--- config.mk ---
export PLATFORM = sky130hd
export DESIGN_NAME = lpca_cell
export DESIGN_NICKNAME = d
export VERILOG_FILES = /design/src/rtl/lpca_pkg.sv /design/src/rtl/lpca_cell.sv
export SDC_FILE = /design/constraint.sdc
export NUM_CORES = 2
export LEC_CHECK = 0
export BUFFER_PORTS_ARGS = -buffer_cell sky130_fd_sc_hd__buf_2
export CAP_MARGIN = 40
export CORE_AREA = 2 2 392 297
export CTS_CLUSTER_DIAMETER = 80
export DETAILED_ROUTE_END_ITERATION = 10
export DIE_AREA = 0 0 394 299
export PLACE_DENSITY_LB_ADDON = 0.15
export SLEW_MARGIN = 25
export SYNTH_ARGS = -nofsm -noshare
export SYNTH_HDL_FRONTEND = slang
export SYNTH_SLANG_ARGS = --single-unit
--- constraint.sdc ---
create_clock -name clk -period 16.4 [get_ports clk]
set_input_delay 0.82 -clock clk [delete_from_list [all_inputs] [get_ports clk]]
set_output_delay 0.82 -clock clk [all_outputs]
set_load 0.01 [all_outputs]
--- src/rtl/lpca_pkg.sv ---
// shared constants, types and codes of the lagged pair co-occurrence accumulator
`default_nettype none
package lpca_pkg;

  localparam int MAX_SPACING = 32;
  localparam int LAG_W       = 5;
  localparam int CFG_W       = 6;
  localparam int PROB_W      = 17;
  localparam int KIND_W      = 2;
  localparam int ACC_W       = 64;
  localparam int TERM_W      = 2 * PROB_W;

  localparam logic [CFG_W-1:0]  SPC_RESET = CFG_W'(32);
  localparam logic [PROB_W-1:0] ONE_Q16   = PROB_W'(65536);
  localparam logic [TERM_W-1:0] ONE_Q32   = TERM_W'(64'h1_0000_0000);

  localparam logic [KIND_W-1:0] KIND_SAMPLE = 2'd0;
  localparam logic [KIND_W-1:0] KIND_DUMP   = 2'd1;
  localparam logic [KIND_W-1:0] KIND_CLEAR  = 2'd2;

  typedef enum logic [2:0] {
    ST_IDLE  = 3'b001,
    ST_DRAIN = 3'b010,
    ST_DUMP  = 3'b100
  } state_t;

  // broadcast from the sequencer to every cell
  typedef struct packed {
    logic              shift;
    logic              mend;
    logic              use_smp;
    logic [PROB_W-1:0] q;
    logic              clr;
  } cell_ctrl_t;

  typedef struct packed {
    logic [ACC_W-1:0] aa;
    logic [ACC_W-1:0] ap;
    logic [ACC_W-1:0] pa;
    logic [ACC_W-1:0] pp;
  } acc_row_t;

endpackage
`default_nettype wire

--- src/rtl/lpca_cell.sv ---
// one lag cell: history tap, product pipeline and four saturating accumulators
`default_nettype none
module lpca_cell (
  input  logic                        clk,
  input  logic                        rst_n,
  input  lpca_pkg::cell_ctrl_t        ctrl,
  input  logic                        lag_on,
  input  logic [lpca_pkg::PROB_W-1:0] left_p,
  input  logic                        left_u,
  output logic [lpca_pkg::PROB_W-1:0] hist_p,
  output logic                        hist_u,
  output lpca_pkg::acc_row_t          acc
);

  logic [lpca_pkg::PROB_W-1:0] h_p_r;
  logic                        h_u_r;

  logic                        a_en_r;
  logic [lpca_pkg::PROB_W-1:0] a_p_r;
  logic [lpca_pkg::PROB_W-1:0] a_q_r;

  logic                        b_en_r;
  logic [lpca_pkg::TERM_W-1:0] b_pq_r;
  logic [lpca_pkg::PROB_W-1:0] b_p_r;
  logic [lpca_pkg::PROB_W-1:0] b_q_r;

  logic                        c_en_r;
  logic [lpca_pkg::TERM_W-1:0] c_aa_r;
  logic [lpca_pkg::TERM_W-1:0] c_ap_r;
  logic [lpca_pkg::TERM_W-1:0] c_pa_r;
  logic [lpca_pkg::TERM_W-1:0] c_pp_r;

  logic [lpca_pkg::TERM_W-1:0] ps;
  logic [lpca_pkg::TERM_W-1:0] qs;

  lpca_pkg::acc_row_t acc_r;
  lpca_pkg::acc_row_t acc_nxt;

  // history tap: the newer neighbour's word moves in on every sample
  always_ff @(posedge clk) begin
    if (!rst_n) begin
      h_u_r <= 1'b0;
    end else if (ctrl.shift) begin
      h_u_r <= ctrl.mend ? 1'b0 : left_u;
    end
  end

  always_ff @(posedge clk) begin
    if (ctrl.shift) begin
      h_p_r <= left_p;
    end
  end

  assign hist_p = h_p_r;
  assign hist_u = h_u_r;

  // pipeline enables
  always_ff @(posedge clk) begin
    if (!rst_n) begin
      a_en_r <= 1'b0;
      b_en_r <= 1'b0;
      c_en_r <= 1'b0;
    end else begin
      a_en_r <= ctrl.shift && ctrl.use_smp && left_u && lag_on;
      b_en_r <= a_en_r;
      c_en_r <= b_en_r;
    end
  end

  assign ps = {1'b0, b_p_r, 16'b0};
  assign qs = {1'b0, b_q_r, 16'b0};

  always_ff @(posedge clk) begin
    a_p_r  <= left_p;
    a_q_r  <= ctrl.q;
    b_pq_r <= a_p_r * a_q_r;
    b_p_r  <= a_p_r;
    b_q_r  <= a_q_r;
    // complements follow from p*q and the shifted operands
    c_aa_r <= b_pq_r;
    c_ap_r <= ps - b_pq_r;
    c_pa_r <= qs - b_pq_r;
    c_pp_r <= lpca_pkg::ONE_Q32 - ps - qs + b_pq_r;
  end

  function automatic logic [lpca_pkg::ACC_W-1:0] sat_add(
    input logic [lpca_pkg::ACC_W-1:0]  a,
    input logic [lpca_pkg::TERM_W-1:0] t
  );
    logic [lpca_pkg::ACC_W:0] s;
    s = {1'b0, a} + {{(lpca_pkg::ACC_W + 1 - lpca_pkg::TERM_W){1'b0}}, t};
    return s[lpca_pkg::ACC_W] ? {lpca_pkg::ACC_W{1'b1}} : s[lpca_pkg::ACC_W-1:0];
  endfunction

  always_comb begin
    acc_nxt = acc_r;
    if (ctrl.clr) begin
      acc_nxt = '0;
    end else if (c_en_r) begin
      acc_nxt.aa = sat_add(acc_r.aa, c_aa_r);
      acc_nxt.ap = sat_add(acc_r.ap, c_ap_r);
      acc_nxt.pa = sat_add(acc_r.pa, c_pa_r);
      acc_nxt.pp = sat_add(acc_r.pp, c_pp_r);
    end
  end

  always_ff @(posedge clk) begin
    if (!rst_n) begin
      acc_r <= '0;
    end else begin
      acc_r <= acc_nxt;
    end
  end

  assign acc = acc_r;

endmodule
`default_nettype wire

==> results.py <==
metrics = {
    "setup_path": {
        "cp-start-kind": "register",
        "r2r-start": "a_p_r[10]",
        "reg2reg_to": "b_pq_r[33]",
        "rr_worst_depth": 19,
        "worstSetupPathType": "reg -> reg",
        "worstPathRequired_ns": 16.95,
        "endpoint_kind": "register",
        "cp_data_arrival_time_ns": 7.34,
        "worstPathMaxFanout": 18,
        "r2r_slack_ns": 9.61,
        "critical_path.startpoint": "a_p_r[10]",
    },
    "logic_synthesis": {
        "syn_area_um2": 36100,
        "synth_top_area_cell": "dfxtp_1",
        "ys.flop_type": "dfxtp_1",
        "synthTopCellsByArea": "dfxtp_1 (26%), fa_1 (14%), ha_1 (12%), a21oi_1 (5.2%), inv_1 (4.3%)",
        "synth_warnings": 0,
        "synthCells": 4093,
        "synth.top_cell.area_share": 0.265,
        "ys_seq_area_frac": 0.279,
        "yosys_register_bits": 495,
        "async_flop_share": 0,
        "synth_edf_count": 17,
        "yosysUniqueCellTypes": 102,
        "syn_area_per_cell_um2": 8.83,
        "syn_nets": 4718,
    },
    "detailed_routing": {
        "wl_per_cell_um": 20.0,
        "vias": 30100,
        "drcViolationCount": 0,
        "wirelength_um": 119000,
        "ant_nets": 0,
        "drtIter0Drc": 1921,
        "firstDrtPassIters": 5,
        "viasPerCell": 5.05,
    },
    "run": {
        "cap_viol_max_count": 0,
    },
    "place": {
        "dp_hpwl_um": 93300,
        "portBuffers": 315,
        "gp_congestion": 0.875,
        "placed_cells": 5827,
        "placedInstanceArea_um2": 39300,
    },
    "floorplan": {
        "design.core.area_um2": 114000,
        "dieArea_um2": 118000,
        "num_rows": 108,
        "ios": 316,
        "die_y_um": 299,
        "die_x_um": 394,
        "start_util": 0.316,
    },
    "power_and_ir_drop": {
        "power_mw": 7.70,
        "leakage_nw": 19.5,
        "p_per_area_nw_per_um2": 185,
        "irDropWorstVdd_mv": 0.197,
    },
    "sta": {
        "slew_viol_final": 0,
        "clock_skew_ns": 0.0588,
        "setup_violations": 0,
        "relSlewSlack": 0.407,
        "tightest_slew_ns": 0.889,
        "layout_min_cycle_time_ns": 6.79,
        "fmax_mhz": 147,
        "fin_tns_setup_ns": 0,
        "final-hold-violation-count": 0,
        "period_share": 0.414,
        "grt_setup_unrepaired": "no",
    },
    "cells_and_area": {
        "layout.cells.non_filler": 5955,
        "fin_area_um2": 41600,
        "drive_above_1_share": 0.120,
        "seqCellArea_um2": 10100,
        "final_common_cell": "dfxtp_1",
        "fin_util": 0.364,
        "final_nets": 4988,
        "multi_input_area_um2": 23900,
        "syn_to_final_growth_pct": 15.1,
        "n_fill_cell": 11900,
        "final_cell_mix": "dfxtp_1 (477), inv_1 (418), a21oi_1 (376)",
    },
    "grt": {
        "globalRouteOverflowTotal": 0,
        "grt_pass1_vias": 29000,
        "grt_pass1_wl_um": 182000,
        "antenna_found_initial": 2,
        "grt_use_total": 0.198,
        "grt_max_degree": 154,
    },
    "hold_path": {
        "hp-start": "ctrl[16]",
        "hold_depth": 1,
        "min_delay_worst_endpoint": "a_q_r[15]",
        "hold_path.class": "in -> reg",
    },
    "clock_tree": {
        "clk_latency_ns": 0.69,
        "root_buffer": "clkbuf_16",
        "clkTransAtPathRegs_ns": 0.06,
        "cts_tree": "done",
        "holdBufCountCts": 0,
        "clockBufferDepth": 3,
        "htree_num_levels": 2,
        "cts_resized": 0,
        "cts_sinks": 495,
        "cts_setup_buffers": 0,
        "cts_made_buffers": 59,
    },
    "run_status": {
        "status": "finished clean",
    },
}
-- registers in the layout, indices dropped and copies added, names as in the netlist, 17 cells and up --
name    count
a_p_r      17
a_q_r      17
acc       256
b_p_r      17
b_pq_r     34
b_q_r      17
c_aa_r     31
c_ap_r     18
c_pa_r     33
c_pp_r     34
hist_p     17
-- worst max-delay path, cell delays in order, from the launching register on --
cell and delay [ns]:
dfxtp_1 0.84, nand2_1 0.17, fa_1 0.55, fa_1 0.59, fa_1 0.46, fa_1 0.55
inv_1 0.05, fa_1 0.47, inv_1 0.05, fa_1 0.47, inv_1 0.04, ha_1 0.34
a21oi_1 0.21, nor3b_1 0.21, a21oi_1 0.15, a31oi_2 0.42, o21ai_1 0.20, a41o_1 0.35
a2111oi_0 0.45, nor3_1 0.09
-- logic make-up after synthesis --
kind of cell             synth area share
XOR/XNOR                           0.0657
AO/OA/AOI/OAI                       0.182
buffers and inverters              0.0602
adder cells (fa/ha/maj)             0.253
multiplexers                      0.00249
AND/OR/NAND/NOR                     0.158
flip-flops                          0.279
-- how the worst max path moves through the flow --
stage / endpoint / cells after the start
CTS: b_pq_r[33] / 19
global placement: b_pq_r[33] / 19
detailed placement: b_pq_r[33] / 20
floorplan: b_pq_r[33] / 23
global route: b_pq_r[33] / 19
finish: b_pq_r[33] / 19
-- layer usage --
metal / up-vias / track usage / share of wire
li1: 14700 / - / -
met4: 0 / 0.0526 / 0.026
met1: 14600 / 0.299 / 0.51
met5: - / 0 / 0
met3: 128 / 0.0288 / 0.049
met2: 650 / 0.292 / 0.42
-- cells in the mapped netlist (7+ instances only) --
cell type and number:
or3_1 18, o21bai_1 24, nand2b_1 34, and4_1 23, nor4_1 21, o21a_1 24, a311oi_1 18, or2_2 12
a21oi_1 376, dfxtp_1 478, a31oi_1 54, ha_1 338, a211o_1 7, nand4_1 45, xnor2_1 153, a211oi_1 36
a21boi_0 11, o21ai_1 12, nor2b_1 25, buf_2 12, nor3b_1 10, o221a_2 10, and2_1 153, nor2_1 164
a221oi_1 9, o31ai_1 14, and3_1 66, o211ai_1 14, a21o_1 112, nand2_1 339, clkbuf_1 125, edfxtp_1 17
o21ai_0 234, mux2i_1 9, inv_1 418, xor2_1 118, a41oi_1 8, o211a_1 11, nand3_1 103, nor3_1 75
fa_1 245
-- metrics by stage --
stage / setup WS [ns] / hold slack, ns
2_1_floorplan: 10.25 / 0.329
3_3_place_gp: 9.73 / 0.403
3_5_place_dp: 9.64 / 0.407
4_1_cts: 9.62 / 0.189
5_1_grt: 9.24 / 0.212
6_report: 9.61 / 0.238
-- report_power, final --
part           internal (mW)  switching, mW
registers               1.48          0.197
clock network          0.817          0.598
logic                   1.87           2.73
-- layout make-up --
cell class / count / share of cell area
repair buffers: 357 / 0.0486
diodes: 3 / 0.000180
well taps: 1540 / 0.0463
multi-input cells: 3031 / 0.575
clock buffers: 78 / 0.0401
clock inverters: 32 / 0.00998
inverters: 419 / 0.0378
flip-flops and latches: 495 / 0.242
Note: power is estimated with default switching activity, not from simulation.
